[src/design/sgea_pkg.sv]
// ---------------------------------------------------------------------------
// sgea_pkg: shared definitions for the sensor gain/exposure apply block
// Item and register codes, result entry type and the 2^(k/32) Q30 table.
// ---------------------------------------------------------------------------
package sgea_pkg;

  localparam logic [1:0] OP_SET_GAIN     = 2'd0;
  localparam logic [1:0] OP_SET_EXPOSURE = 2'd1;
  localparam logic [1:0] OP_FRAME_TICK   = 2'd2;

  localparam logic [2:0] REG_WDR_MODE           = 3'd0;
  localparam logic [2:0] REG_GAIN_DELAY         = 3'd1;
  localparam logic [2:0] REG_EXPOSURE_DELAY     = 3'd2;
  localparam logic [2:0] REG_MAX_EXPOSURE_LINES = 3'd3;
  localparam logic [2:0] REG_MAX_GAIN_CODE      = 3'd4;

  localparam logic KIND_GAIN     = 1'b0;
  localparam logic KIND_EXPOSURE = 1'b1;

  localparam logic [15:0] MAX_EXPOSURE_LINES_RESET = 16'd3112;
  localparam logic [15:0] MAX_GAIN_CODE_RESET      = 16'd3698;

  // integer part at which the Q30 table shifted down to Q8 saturates
  localparam logic [12:0] GAIN_INT_LIMIT = 13'd22;

  typedef struct packed {
    logic        kind;
    logic [15:0] value;
    logic        last;
  } result_t;

  function automatic logic [31:0] exp2_q30(input logic [5:0] k);
    logic [31:0] v;
    case (k)
      6'd0:  v = 32'd1073741824;
      6'd1:  v = 32'd1097253708;
      6'd2:  v = 32'd1121280436;
      6'd3:  v = 32'd1145833280;
      6'd4:  v = 32'd1170923762;
      6'd5:  v = 32'd1196563654;
      6'd6:  v = 32'd1222764986;
      6'd7:  v = 32'd1249540052;
      6'd8:  v = 32'd1276901417;
      6'd9:  v = 32'd1304861917;
      6'd10: v = 32'd1333434672;
      6'd11: v = 32'd1362633090;
      6'd12: v = 32'd1392470869;
      6'd13: v = 32'd1422962010;
      6'd14: v = 32'd1454120821;
      6'd15: v = 32'd1485961921;
      6'd16: v = 32'd1518500250;
      6'd17: v = 32'd1551751076;
      6'd18: v = 32'd1585730000;
      6'd19: v = 32'd1620452965;
      6'd20: v = 32'd1655936265;
      6'd21: v = 32'd1692196547;
      6'd22: v = 32'd1729250827;
      6'd23: v = 32'd1767116489;
      6'd24: v = 32'd1805811301;
      6'd25: v = 32'd1845353420;
      6'd26: v = 32'd1885761398;
      6'd27: v = 32'd1927054196;
      6'd28: v = 32'd1969251188;
      6'd29: v = 32'd2012372174;
      6'd30: v = 32'd2056437387;
      6'd31: v = 32'd2101467502;
      6'd32: v = 32'd2147483648;
      default: v = 32'd0;
    endcase
    return v;
  endfunction

endpackage

[src/design/sensor_gain_exposure_apply.sv]
// ---------------------------------------------------------------------------
// sensor_gain_exposure_apply: delayed sensor gain and exposure writes
// Converts log2 gain and exposure requests into sensor register writes
// that are released by frame ticks after a programmable frame delay.
// ---------------------------------------------------------------------------
// Usage:
//   Items enter on item_valid/item_ready with operation, gain_log2,
//   exposure_long and exposure_short. Sensor writes leave on
//   result_valid/result_ready as write_kind, write_value, last_write.
//   Registers are written through cfg_write_enable/cfg_index/cfg_data;
//   the user must write them only while idle; the block does not enforce it.
//   An accepted item passes the input and second registers before its
//   writes enter the result queue. Throughput: one item per cycle while
//   the update stage is not held. The input register feeds the table
//   lookup and interpolation multiplier; the second register feeds the
//   rounding shift, clamps and the history/pending state update. A tick
//   makes up to two writes, each one output transfer.
//   Stall: a 4-entry result queue sits before the output; the update stage
//   holds while fewer than two entries are free, and backpressure reaches
//   item_ready through the two stage registers.
//   Reset: histories and pending counters clear, registers take their
//   reset values, and the queue empties.
// ---------------------------------------------------------------------------
module sensor_gain_exposure_apply #(
  parameter int FRACTION_BITS = 8,
  parameter int HISTORY_DEPTH = 4
) (
  input  logic        clk,
  input  logic        rst,
  input  logic        item_valid,
  output logic        item_ready,
  input  logic [1:0]  operation,
  input  logic [12:0] gain_log2,
  input  logic [23:0] exposure_long,
  input  logic [23:0] exposure_short,
  output logic        result_valid,
  input  logic        result_ready,
  output logic        write_kind,
  output logic [15:0] write_value,
  output logic        last_write,
  input  logic        cfg_write_enable,
  input  logic [2:0]  cfg_index,
  input  logic [15:0] cfg_data
);

  localparam int IW = (HISTORY_DEPTH > 1) ? $clog2(HISTORY_DEPTH) : 1;
  localparam logic [16:0] FRAC_ONE = 17'd1 << FRACTION_BITS;
  localparam logic [15:0] FRAC_MASK = 16'(FRAC_ONE - 17'd1);
  localparam bit ROUND = (FRACTION_BITS > 5);

  // configuration
  logic        wdr_mode;
  logic [1:0]  gain_delay;
  logic [1:0]  exposure_delay;
  logic [15:0] max_exposure_lines;
  logic [15:0] max_gain_code;

  // state
  logic [15:0] gain_history [HISTORY_DEPTH];
  logic [15:0] long_exposure_history [HISTORY_DEPTH];
  logic [15:0] short_exposure_history [HISTORY_DEPTH];
  logic [2:0]  gain_pending;
  logic [2:0]  exposure_pending;

  // stage A
  logic        a_valid;
  logic [1:0]  a_op;
  logic [12:0] a_gain;
  logic [23:0] a_long;
  logic [23:0] a_short;

  // stage B
  logic        b_valid;
  logic [1:0]  b_op;
  logic        b_sat;
  logic [4:0]  b_sh;
  logic [31:0] b_base;
  logic [25:0] b_interp;
  logic [15:0] b_long;
  logic [15:0] b_short;

  // result queue
  sgea_pkg::result_t fifo [4];
  logic [1:0] wr_ptr;
  logic [1:0] rd_ptr;
  logic [2:0] count;
  logic [2:0] count_next;

  logic a_adv;
  logic b_adv;
  logic pop;

  always_comb begin
    pop = (count != 3'd0) && result_ready;
    b_adv = b_valid && (count <= 3'd2);
    a_adv = a_valid && (!b_valid || b_adv);
    item_ready = !a_valid || a_adv;
  end

  always_ff @(posedge clk) begin
    if (rst) begin
      wdr_mode <= 1'b0;
      gain_delay <= 2'd0;
      exposure_delay <= 2'd0;
      max_exposure_lines <= sgea_pkg::MAX_EXPOSURE_LINES_RESET;
      max_gain_code <= sgea_pkg::MAX_GAIN_CODE_RESET;
    end else if (cfg_write_enable) begin
      case (cfg_index)
        sgea_pkg::REG_WDR_MODE:           wdr_mode <= cfg_data[0];
        sgea_pkg::REG_GAIN_DELAY:         gain_delay <= cfg_data[1:0];
        sgea_pkg::REG_EXPOSURE_DELAY:     exposure_delay <= cfg_data[1:0];
        sgea_pkg::REG_MAX_EXPOSURE_LINES: max_exposure_lines <= cfg_data;
        sgea_pkg::REG_MAX_GAIN_CODE:      max_gain_code <= cfg_data;
        default: ;
      endcase
    end
  end

  // ---------------- stage A: table lookup and interpolation ----------------
  always_ff @(posedge clk) begin
    if (rst) begin
      a_valid <= 1'b0;
    end else if (item_ready) begin
      a_valid <= item_valid;
    end
  end

  always_ff @(posedge clk) begin
    if (item_ready && item_valid) begin
      a_op <= operation;
      a_gain <= gain_log2;
      a_long <= exposure_long;
      a_short <= exposure_short;
    end
  end

  logic [12:0] a_ip;
  logic        a_sat;
  logic [4:0]  a_sh;
  logic [15:0] a_fract;
  logic [31:0] a_base;
  logic [25:0] a_interp;

  assign a_ip = a_gain >> FRACTION_BITS;
  assign a_sat = (a_ip >= sgea_pkg::GAIN_INT_LIMIT);
  assign a_sh = 5'(5'd22 - a_ip[4:0]);
  assign a_fract = {3'b000, a_gain} & FRAC_MASK;

  generate
    if (FRACTION_BITS <= 5) begin : g_direct
      localparam int UP = 5 - FRACTION_BITS;
      logic [4:0] idx;
      assign idx = 5'(a_fract << UP);
      assign a_base = sgea_pkg::exp2_q30({1'b0, idx});
      assign a_interp = '0;
    end else begin : g_interp
      localparam int D = FRACTION_BITS - 5;
      localparam int PW = 26 + D;
      logic [4:0]    idx;
      logic [D-1:0]  lf;
      logic [31:0]   hi;
      logic [25:0]   diff;
      logic [PW-1:0] prod;
      assign idx = 5'(a_fract >> D);
      assign lf = a_fract[D-1:0];
      assign a_base = sgea_pkg::exp2_q30({1'b0, idx});
      assign hi = sgea_pkg::exp2_q30(6'({1'b0, idx} + 6'd1));
      assign diff = 26'(hi - a_base);
      assign prod = PW'(diff) * PW'(lf);
      assign a_interp = 26'(prod >> D);
    end
  endgenerate

  logic [23:0] a_long_lines;
  logic [23:0] a_short_lines;
  logic [23:0] lng;
  logic [23:0] sht;
  logic [15:0] a_long_sat;
  logic [15:0] a_short_sat;

  assign a_long_lines = a_long >> FRACTION_BITS;
  assign a_short_lines = a_short >> FRACTION_BITS;

  always_comb begin
    lng = a_long_lines;
    sht = a_short_lines;
    if (!wdr_mode) begin
      if (lng > {8'd0, max_exposure_lines}) begin
        lng = {8'd0, max_exposure_lines};
      end
      if (lng == 24'd0) begin
        lng = 24'd1;
      end
    end else begin
      if (sht == 24'd0) begin
        sht = 24'd1;
      end
    end
    a_long_sat = (lng > 24'h00FFFF) ? 16'hFFFF : lng[15:0];
    a_short_sat = (sht > 24'h00FFFF) ? 16'hFFFF : sht[15:0];
  end

  // ---------------- stage B: rounding, clamps and state update -------------
  always_ff @(posedge clk) begin
    if (rst) begin
      b_valid <= 1'b0;
    end else if (!b_valid || b_adv) begin
      b_valid <= a_valid;
    end
  end

  always_ff @(posedge clk) begin
    if (a_adv) begin
      b_op <= a_op;
      b_sat <= a_sat;
      b_sh <= a_sh;
      b_base <= a_base;
      b_interp <= a_interp;
      b_long <= a_long_sat;
      b_short <= a_short_sat;
    end
  end

  logic [32:0] b_round;
  logic [32:0] b_sum;
  logic [32:0] b_res;
  logic [15:0] b_code;

  always_comb begin
    b_round = ROUND ? (33'd1 << (b_sh - 5'd1)) : 33'd0;
    b_sum = 33'(b_base) + 33'(b_interp) + b_round;
    b_res = b_sum >> b_sh;
    if (b_sat || (b_res > 33'(max_gain_code))) begin
      b_code = max_gain_code;
    end else begin
      b_code = b_res[15:0];
    end
  end

  logic [IW-1:0] gain_sel;
  logic [IW-1:0] exposure_sel;
  logic          gain_emit;
  logic          exposure_emit;
  logic          is_tick;
  sgea_pkg::result_t r0;
  sgea_pkg::result_t r1;
  logic [1:0]    push_n;

  always_comb begin
    gain_sel = (int'(gain_delay) > HISTORY_DEPTH - 1) ?
               IW'(HISTORY_DEPTH - 1) : IW'(gain_delay);
    exposure_sel = (int'(exposure_delay) > HISTORY_DEPTH - 1) ?
                   IW'(HISTORY_DEPTH - 1) : IW'(exposure_delay);
    is_tick = (b_op == sgea_pkg::OP_FRAME_TICK);
    gain_emit = (gain_pending != 3'd0);
    exposure_emit = (exposure_pending != 3'd0) && !wdr_mode;

    r1.kind = sgea_pkg::KIND_EXPOSURE;
    r1.value = long_exposure_history[exposure_sel];
    r1.last = 1'b1;
    if (gain_emit) begin
      r0.kind = sgea_pkg::KIND_GAIN;
      r0.value = gain_history[gain_sel];
      r0.last = !exposure_emit;
    end else begin
      r0 = r1;
    end
    push_n = (b_adv && is_tick) ? (2'(gain_emit) + 2'(exposure_emit)) : 2'd0;
  end

  always_ff @(posedge clk) begin
    if (rst) begin
      for (int i = 0; i < HISTORY_DEPTH; i++) begin
        gain_history[i] <= 16'd0;
        long_exposure_history[i] <= 16'd0;
        short_exposure_history[i] <= 16'd0;
      end
      gain_pending <= 3'd0;
      exposure_pending <= 3'd0;
    end else if (b_adv) begin
      case (b_op)
        sgea_pkg::OP_SET_GAIN: begin
          if (gain_history[0] != b_code) begin
            gain_history[0] <= b_code;
            gain_pending <= 3'(gain_delay) + 3'd1;
          end
        end
        sgea_pkg::OP_SET_EXPOSURE: begin
          if ((long_exposure_history[0] != b_long) ||
              (short_exposure_history[0] != b_short)) begin
            long_exposure_history[0] <= b_long;
            short_exposure_history[0] <= b_short;
            exposure_pending <= 3'(exposure_delay) + 3'd1;
          end
        end
        sgea_pkg::OP_FRAME_TICK: begin
          if (gain_pending != 3'd0) begin
            gain_pending <= gain_pending - 3'd1;
          end
          if (exposure_pending != 3'd0) begin
            exposure_pending <= exposure_pending - 3'd1;
          end
          for (int i = 1; i < HISTORY_DEPTH; i++) begin
            gain_history[i] <= gain_history[i-1];
            long_exposure_history[i] <= long_exposure_history[i-1];
            short_exposure_history[i] <= short_exposure_history[i-1];
          end
        end
        default: ;
      endcase
    end
  end

  // ---------------- result queue ----------------
  assign count_next = count + 3'(push_n) - 3'(pop);

  always_ff @(posedge clk) begin
    if (rst) begin
      wr_ptr <= 2'd0;
      rd_ptr <= 2'd0;
      count <= 3'd0;
    end else begin
      wr_ptr <= wr_ptr + push_n;
      if (pop) begin
        rd_ptr <= rd_ptr + 2'd1;
      end
      count <= count_next;
    end
  end

  always_ff @(posedge clk) begin
    if (push_n != 2'd0) begin
      fifo[wr_ptr] <= r0;
    end
    if (push_n == 2'd2) begin
      fifo[wr_ptr + 2'd1] <= r1;
    end
  end

  assign result_valid = (count != 3'd0);
  assign write_kind = fifo[rd_ptr].kind;
  assign write_value = fifo[rd_ptr].value;
  assign last_write = fifo[rd_ptr].last;

endmodule
[config.mk]
export PLATFORM = sky130hd
export DESIGN_NAME = sensor_gain_exposure_apply
export DESIGN_NICKNAME = d
export VERILOG_FILES = /design/src/design/sgea_pkg.sv /design/src/design/sensor_gain_exposure_apply.sv
export SDC_FILE = /design/constraint.sdc
export NUM_CORES = 1
export LEC_CHECK = 0
export ABC_AREA = 1
export BUFFER_PORTS_ARGS = -buffer_cell sky130_fd_sc_hd__buf_2
export CORE_ASPECT_RATIO = 0.6
export CORE_MARGIN = 4
export CORE_UTILIZATION = 55
export DETAILED_ROUTE_END_ITERATION = 16
export PLACE_DENSITY = 0.79
export SLEW_MARGIN = 25
export SYNTH_ARGS = -nofsm -noshare
export SYNTH_HDL_FRONTEND = slang
export SYNTH_SLANG_ARGS = --single-unit
[constraint.sdc]
create_clock -name clk -period 9.8 [get_ports clk]
set_input_delay 1.47 -clock clk [delete_from_list [all_inputs] [get_ports clk]]
set_output_delay 1.47 -clock clk [all_outputs]
set_load 0.01 [all_outputs]
==> flow_summary_export.csv, run 1 <==
group,metric,value,unit
setup_path,critPathCaptureType,"flop",
route,routedWlPerCell,18.3,µm
sta,hold_viol_final,0,
job,max_cap_violations,0,
place,hpwl,62800,µm
setup_path,critPathMaxFanout,22,
setup_path,path_buf_inv,6,
power_and_ir_drop,power_switching,3.35,mW
sta,fin_crit_sh,89.3,%
sta,fin_ws,1.05,ns
cts,ctsRootBufferMaster,"clkbuf_16",
synth,syn_nets,4128,
cts,path_clk_slew,0.06,ns
power_and_ir_drop,combPwrFrac,47.5,%
cts,h-tree-depth,2,
floorplanning,dieArea,58100,µm²
sta,timing.fmax,0.114,GHz
grt,use_met3,8.79,%
setup_path,crit_path_start_kind,"flop",
synth,ys.flop_type,"edfxtp_1",
floorplanning,die-height,188,µm
synth,syn_inst,3833,
sta,rsz0062_at_grt,"no",
setup_path,r2r-start,"b_sh[1]",
grt,antenna_found_initial,5,
place,numPortBuffers,90,
power_and_ir_drop,p_int,4.54,mW
grt,grt-ovfl-total,0,
sta,fin_crit,8.75,ns
sta,finalSetupTns,0,ns
grt,grt_max_degree,97,
route,antenna_left,0,
setup_path,slowest_stage,"o21ai_0",
synth,ys_warn_count,0,
synth,async_reset_ff_share,0,%
grt,grt_usage,28.5,%
place,place_area,30800,µm²
route,num_vias,26100,
route,vias_per_cell,5.72,
power_and_ir_drop,worst_ir_drop_vdd,0.144,mV
cts,tritoncts,"built",
setup_path,slowest_delay,0.60,ns
cts,cts_setup_buffers,0,
power_and_ir_drop,power,7.89,mW
cts,cts_buffers,43,
sta,drv_slew,0,
setup_path,reg2regPathDepth,52,
final_layout,drive_above_1_share,6.31,%
setup_path,critPathArrivalTime,9.05,ns
floorplanning,core,53100,µm²
synth,avgSynthCellArea,7.78,µm²
grt,top_usage_layer,"met1",
power_and_ir_drop,p_leak,14.6,nW
route,detail_route.iter0.violations,3551,
cts,clock-sinks,447,
min_path,hold_start,"a_base[26]",
final_layout,nets,4128,
setup_path,r2r_setup_slack,1.05,ns
place,pre_cts_ws,1.29,ns
setup_path,path_class,"flop to flop",
cts,cts-resized-gates,0,
synth,synth-edff-count,351,
final_layout,area_growth,8.11,%
grt,grt_use_met1,45.6,%
place,gp_congestion,0.994,
min_path,hold_depth,0,
power_and_ir_drop,sw_frac_of_total,42.4,%
min_path,min_to,"b_base[26]",
grt,grtUsageMet2,37.5,%
floorplanning,ios,107,
grt,grt_pass1_vias,23700,
min_path,min-delay-path-class,"flop to flop",
power_and_ir_drop,powerDensity,245,nW/µm²
final_layout,mostFrequentLayoutCells,"nand2_1 (829), inv_1 (553), nor2_1 (423)",
final_layout,fin_area,32200,µm²
sta,worst_pin_slew,1.14,ns
synth,netlist_area,29800,µm²
setup_path,cp_top_family,"simple AND/OR/NAND/NOR gates",
power_and_ir_drop,pwr-share-clk,21.6,%
synth,synth_cell_type_count,54,
setup_path,r2r_end,"gain_history[0][2]",
final_layout,layout_commonest_cell,"nand2_1",
floorplanning,fp.dieW,309,µm
cts,clock_latency,0.59,ns
sta,finalSetupViolCount,0,
floorplanning,rows,65,
route,post-route-drc-count,0,
cts,clk_path_buf_depth,3,
route,wl,83700,µm
setup_path,crit_top_cell,"nand2_1",
synth,synth_seq_cells,447,
sta,slew_headroom,24.3,%
cts,hold_buffers,0,
sta,hold-worst-slack,0.405,ns
floorplanning,start_util,56.1,%
grt,grt_pass1_wl,132000,µm
setup_path,critical_path_required,10.09,ns
sta,finalClockSkew,0.0394,ns
synth,ys_seq_area_share,41.8,%
power_and_ir_drop,p_seq_share,30.9,%
route,first_pass_iters,8,
outcome,outcome,"finished clean",
## per-stage QoR
| stage | util (%) | std cells |
|---|---|---|
| 5_1_grt | 60.7 | 4573 |
| 4_1_cts | 60.6 | 4570 |
| 3_5_place_dp | 57.9 | 4490 |
| 2_1_floorplan | - | 3833 |
| 6_report | 60.7 | 4573 |
| 3_3_place_gp | 57.9 | 4490 |
## worst register-to-register path, delay by kind of cell, from the launching register on
kind                       cells  cell delay [ns]
adders and majority gates      4             1.53
AOI/OAI and AO/OA             10             1.56
buffers and inverters          6             0.95
and+or+nand+nor               32             4.01
DFF                            1             0.43
## synthesized netlist by cell type, types with 3 or more instances
cell,count,area [µm²]
inv_1,554,2080
fa_1,54,1080
nor2_2,8,50.1
o22ai_1,30,188
buf_1,23,86.3
a21oi_1,273,1370
nand2_1,833,3130
a311oi_1,3,26.3
nand3_1,261,1310
o21a_1,3,22.5
nor2_1,424,1590
nand3_2,4,40.0
nand4_1,15,93.8
o221ai_1,7,61.3
a221oi_1,5,43.8
buf_4,3,22.5
o311ai_0,6,52.6
mux2i_1,3,30.0
or2_2,9,56.3
a32oi_1,17,149
inv_2,4,15.0
o21bai_1,4,30.0
o211ai_1,28,210
o2111ai_1,7,61.3
nor4_1,8,50.1
ha_1,154,1930
xor2_1,54,473
xnor2_1,39,342
o21ai_0,284,1420
nand3b_1,12,90.1
o21ai_1,8,40.0
clkinv_1,7,26.3
nand2_2,17,106
o31ai_1,3,22.5
dfxtp_1,96,1920
a211oi_1,6,45.0
edfxtp_1,351,10500
buf_2,16,80.1
clkbuf_1,130,488
a31oi_1,23,144
nor3_1,29,145
## power groups by stage
stage	clock (mW)	sequential [mW]	combinational (mW)
6_report	1.70	2.44	3.75
5_1_grt	1.80	2.46	4.26
4_1_cts	1.71	2.44	3.67
3_5_place_dp	0	2.48	3.64
3_3_place_gp	0	2.48	3.57
2_1_floorplan	0	2.43	2.75
## worst max path at each step
stage	from	endpoint	slack (ns)	cells after the start
floorplan	b_sh[4]	gain_history[0][0]	1.80	53
global placement	b_sh[1]	gain_history[0][9]	1.50	52
detailed placement	b_sh[1]	gain_history[0][9]	1.29	49
CTS	b_sh[1]	gain_history[0][2]	1.28	49
global route	b_sh[1]	gain_history[0][14]	0.44	52
finish	b_sh[1]	gain_history[0][2]	1.05	52
## sequential cells by signal, summed over array words and instances (netlist names), 3 cells and up, named ones only
signal / cells
fifo: 72
gain_history: 64
long_exposure_history: 64
a_base: 30
b_base: 30
b_interp: 26
a_long: 16
a_short: 16
b_long: 16
b_short: 16
max_exposure_lines: 16
max_gain_code: 16
short_exposure_history: 16
a_gain: 13
b_sh: 5
count: 3
exposure_pending: 3
gain_pending: 3
## area by class of cell
cell class              instances  area, µm²
fillers                      4624      20900
clock buffers                  60       1210
flip-flops and latches        447      12500
multi-input cells            2648      14600
diodes                          2       5.00
repair buffers                128        748
inverters                     565       2120
clock inverters                20        213
well taps                     703        880
## cells by family after synthesis
logic type      share of synthesized area (%)
compound gates                           13.3
mux                                     0.101
buf+inv                                  9.42
fa+ha+maj                                10.1
flops                                    41.8
xor+xnor                                 2.73
simple gates                             22.5
## routing by layer
metal / wire length (µm) / vias up
met4: 1410 / 0
met3: 11800 / 105
met5: 0 / -
li1: - / 12700
met2: 31900 / 1449
met1: 38600 / 11900
(Power assumes the default switching activity.)
==> run 2: changes to the inputs <==
--- a/config.mk
+++ b/config.mk
@@ -11,6 +11,7 @@
 export CORE_MARGIN = 4
 export CORE_UTILIZATION = 55
 export DETAILED_ROUTE_END_ITERATION = 16
+export MAX_ROUTING_LAYER = met4
 export PLACE_DENSITY = 0.79
 export SLEW_MARGIN = 25
 export SYNTH_ARGS = -nofsm -noshare
==> run 2 against run 1 <==
Wire length fell by 1.1%. Final area grew 0.25%. Sequential power about the same. Power increased by 0.74%. Combinational power is essentially flat. Largest power group unchanged.
==> flow_summary_export.csv, run 2 (synthesis results as in run 1) <==
group,metric,value,unit
setup_path,critPathMaxFanout,22,
sta,fin_crit_sh,89.7,%
place,place_area,30800,µm²
cts,h-tree-depth,2,
floorplanning,core,53100,µm²
power_and_ir_drop,p_int,4.60,mW
setup_path,slowest_delay,0.58,ns
cts,cts-resized-gates,0,
setup_path,reg2regPathDepth,52,
cts,hold_buffers,0,
setup_path,path_class,"flop to flop",
power_and_ir_drop,p_leak,14.6,nW
final_layout,largest_register_ffs,72,
route,first_pass_iters,6,
route,detail_route.iter0.violations,3530,
setup_path,critPathCaptureType,"flop",
route,vias_per_cell,5.72,
power_and_ir_drop,power_switching,3.35,mW
place,numPortBuffers,90,
job,max_cap_violations,0,
setup_path,r2r_end,"gain_history[0][13]",
place,hpwl,62100,µm
power_and_ir_drop,p_seq_share,30.7,%
final_layout,drive_above_1_share,6.60,%
sta,rsz0062_at_grt,"no",
sta,timing.fmax,0.114,GHz
power_and_ir_drop,sw_frac_of_total,42.1,%
sta,fin_crit,8.79,ns
setup_path,r2r_setup_slack,1.01,ns
final_layout,top_regs,"fifo (72), gain_history (64), long_exposure_history (64)",
setup_path,slowest_stage,"o21ai_0",
final_layout,fin_area,32300,µm²
setup_path,critPathArrivalTime,9.07,ns
setup_path,r2r-start,"b_sh[1]",
route,post-route-drc-count,0,
grt,grt-ovfl-total,0,
route,routedWlPerCell,18.1,µm
sta,finalClockSkew,0.0476,ns
final_layout,layout_commonest_cell,"nand2_1",
min_path,min-delay-path-class,"flop to flop",
cts,ctsRootBufferMaster,"clkbuf_16",
sta,hold_viol_final,0,
power_and_ir_drop,combPwrFrac,46.9,%
cts,clock_latency,0.58,ns
cts,path_clk_slew,0.07,ns
floorplanning,start_util,56.1,%
cts,tritoncts,"built",
sta,finalSetupTns,0,ns
outcome,outcome,"finished clean",
cts,clock-sinks,447,
sta,slew_headroom,29.3,%
cts,cts_setup_buffers,0,
final_layout,area_growth,8.38,%
final_layout,mostFrequentLayoutCells,"nand2_1 (829), inv_1 (553), nor2_1 (423)",
grt,grt_max_degree,97,
grt,antenna_found_initial,7,
place,gp_congestion,1.00,
floorplanning,fp.dieW,309,µm
final_layout,regMostFlops,"fifo",
route,wl,82800,µm
cts,cts_buffers,42,
floorplanning,dieArea,58100,µm²
setup_path,crit_top_cell,"nand2_1",
power_and_ir_drop,powerDensity,246,nW/µm²
sta,worst_pin_slew,1.05,ns
final_layout,fillCellCount,4598,
floorplanning,ios,107,
setup_path,crit_path_start_kind,"flop",
power_and_ir_drop,worst_ir_drop_vdd,0.143,mV
cts,clk_path_buf_depth,3,
sta,drv_slew,0,
min_path,hold_depth,0,
sta,fin_ws,1.01,ns
power_and_ir_drop,pwr-share-clk,22.4,%
power_and_ir_drop,power,7.95,mW
floorplanning,die-height,188,µm
grt,grt_usage,28.8,%
min_path,hold_start,"a_base[29]",
route,num_vias,26200,
min_path,min_to,"b_base[29]",
final_layout,utilization,60.8,%
setup_path,critical_path_required,10.08,ns
floorplanning,rows,65,
sta,finalSetupViolCount,0,
grt,grt_pass1_vias,23500,
route,antenna_left,0,
final_layout,nets,4127,
grt,grt_pass1_wl,129000,µm
place,pre_cts_ws,1.31,ns
==> run 2: cell count changes in the layout (fill, tap and decap cells not counted), moves of 2 or more <==
cell,delta
clkbuf_16,-2
o21ai_0,-2
clkinv_1,-3
clkinv_4,+5
o21ai_1,+2
clkinv_2,+6
clkbuf_1,-10
clkbuf_8,-5
bufinv_16,+5
==> run 2: cell type report <==
type                    count  area (µm²)  share of cell area (%)
clock inverters            35         447                    1.38
clock buffers              43        1050                    3.26
multi-input cells        2648       14600                    45.2
repair buffers            128         748                    2.32
well taps                 703         880                    2.72
inverters                 565        2120                    6.57
diodes                      3        7.51                  0.0232
flip-flops and latches    447       12500                    38.6
==> run 2: worst max-delay path: cells and delay by family (launching register included) <==
family	cells	cell delay, ns
and+or+nand+nor	32	4.10
AOI/OAI and AO/OA	10	1.58
adders and majority gates	4	1.52
buffers and inverters	6	0.93
DFF	1	0.41
==> run 2: worst max-delay path by stage <==
stage	from	end	depth (start not counted)
2_1_floorplan	b_sh[4]	gain_history[0][0]	53
3_3_place_gp	b_sh[1]	gain_history[0][9]	52
3_5_place_dp	b_sh[1]	gain_history[0][4]	52
4_1_cts	b_sh[1]	gain_history[0][0]	52
5_1_grt	b_sh[1]	gain_history[0][13]	50
6_report	b_sh[1]	gain_history[0][13]	52
==> run 2: power groups by stage <==
stage | clock network, mW | registers, mW | logic (mW)
4_1_cts | 1.80 | 2.44 | 3.65
2_1_floorplan | 0 | 2.43 | 2.75
5_1_grt | 1.88 | 2.46 | 4.24
6_report | 1.78 | 2.44 | 3.73
3_3_place_gp | 0 | 2.48 | 3.56
3_5_place_dp | 0 | 2.48 | 3.62
==> run 2: routing by layer <==
metal / track usage [%] / vias up / part of all wire [%]
li1: - / 12700 / -
met5: - / - / 0
met4: 5.38 / 0 / 1.8
met1: 45.0 / 12000 / 47
met3: 8.08 / 112 / 13
met2: 36.9 / 1388 / 38
==> run 2: through the flow <==
stage / std cells / hold WS [ns]
after detailed placement: 4489 / 0.394
after global placement: 4489 / 0.392
after floorplan: 3833 / 0.386
final: 4572 / 0.410
after CTS: 4567 / 0.410
after global routing: 4572 / 0.421
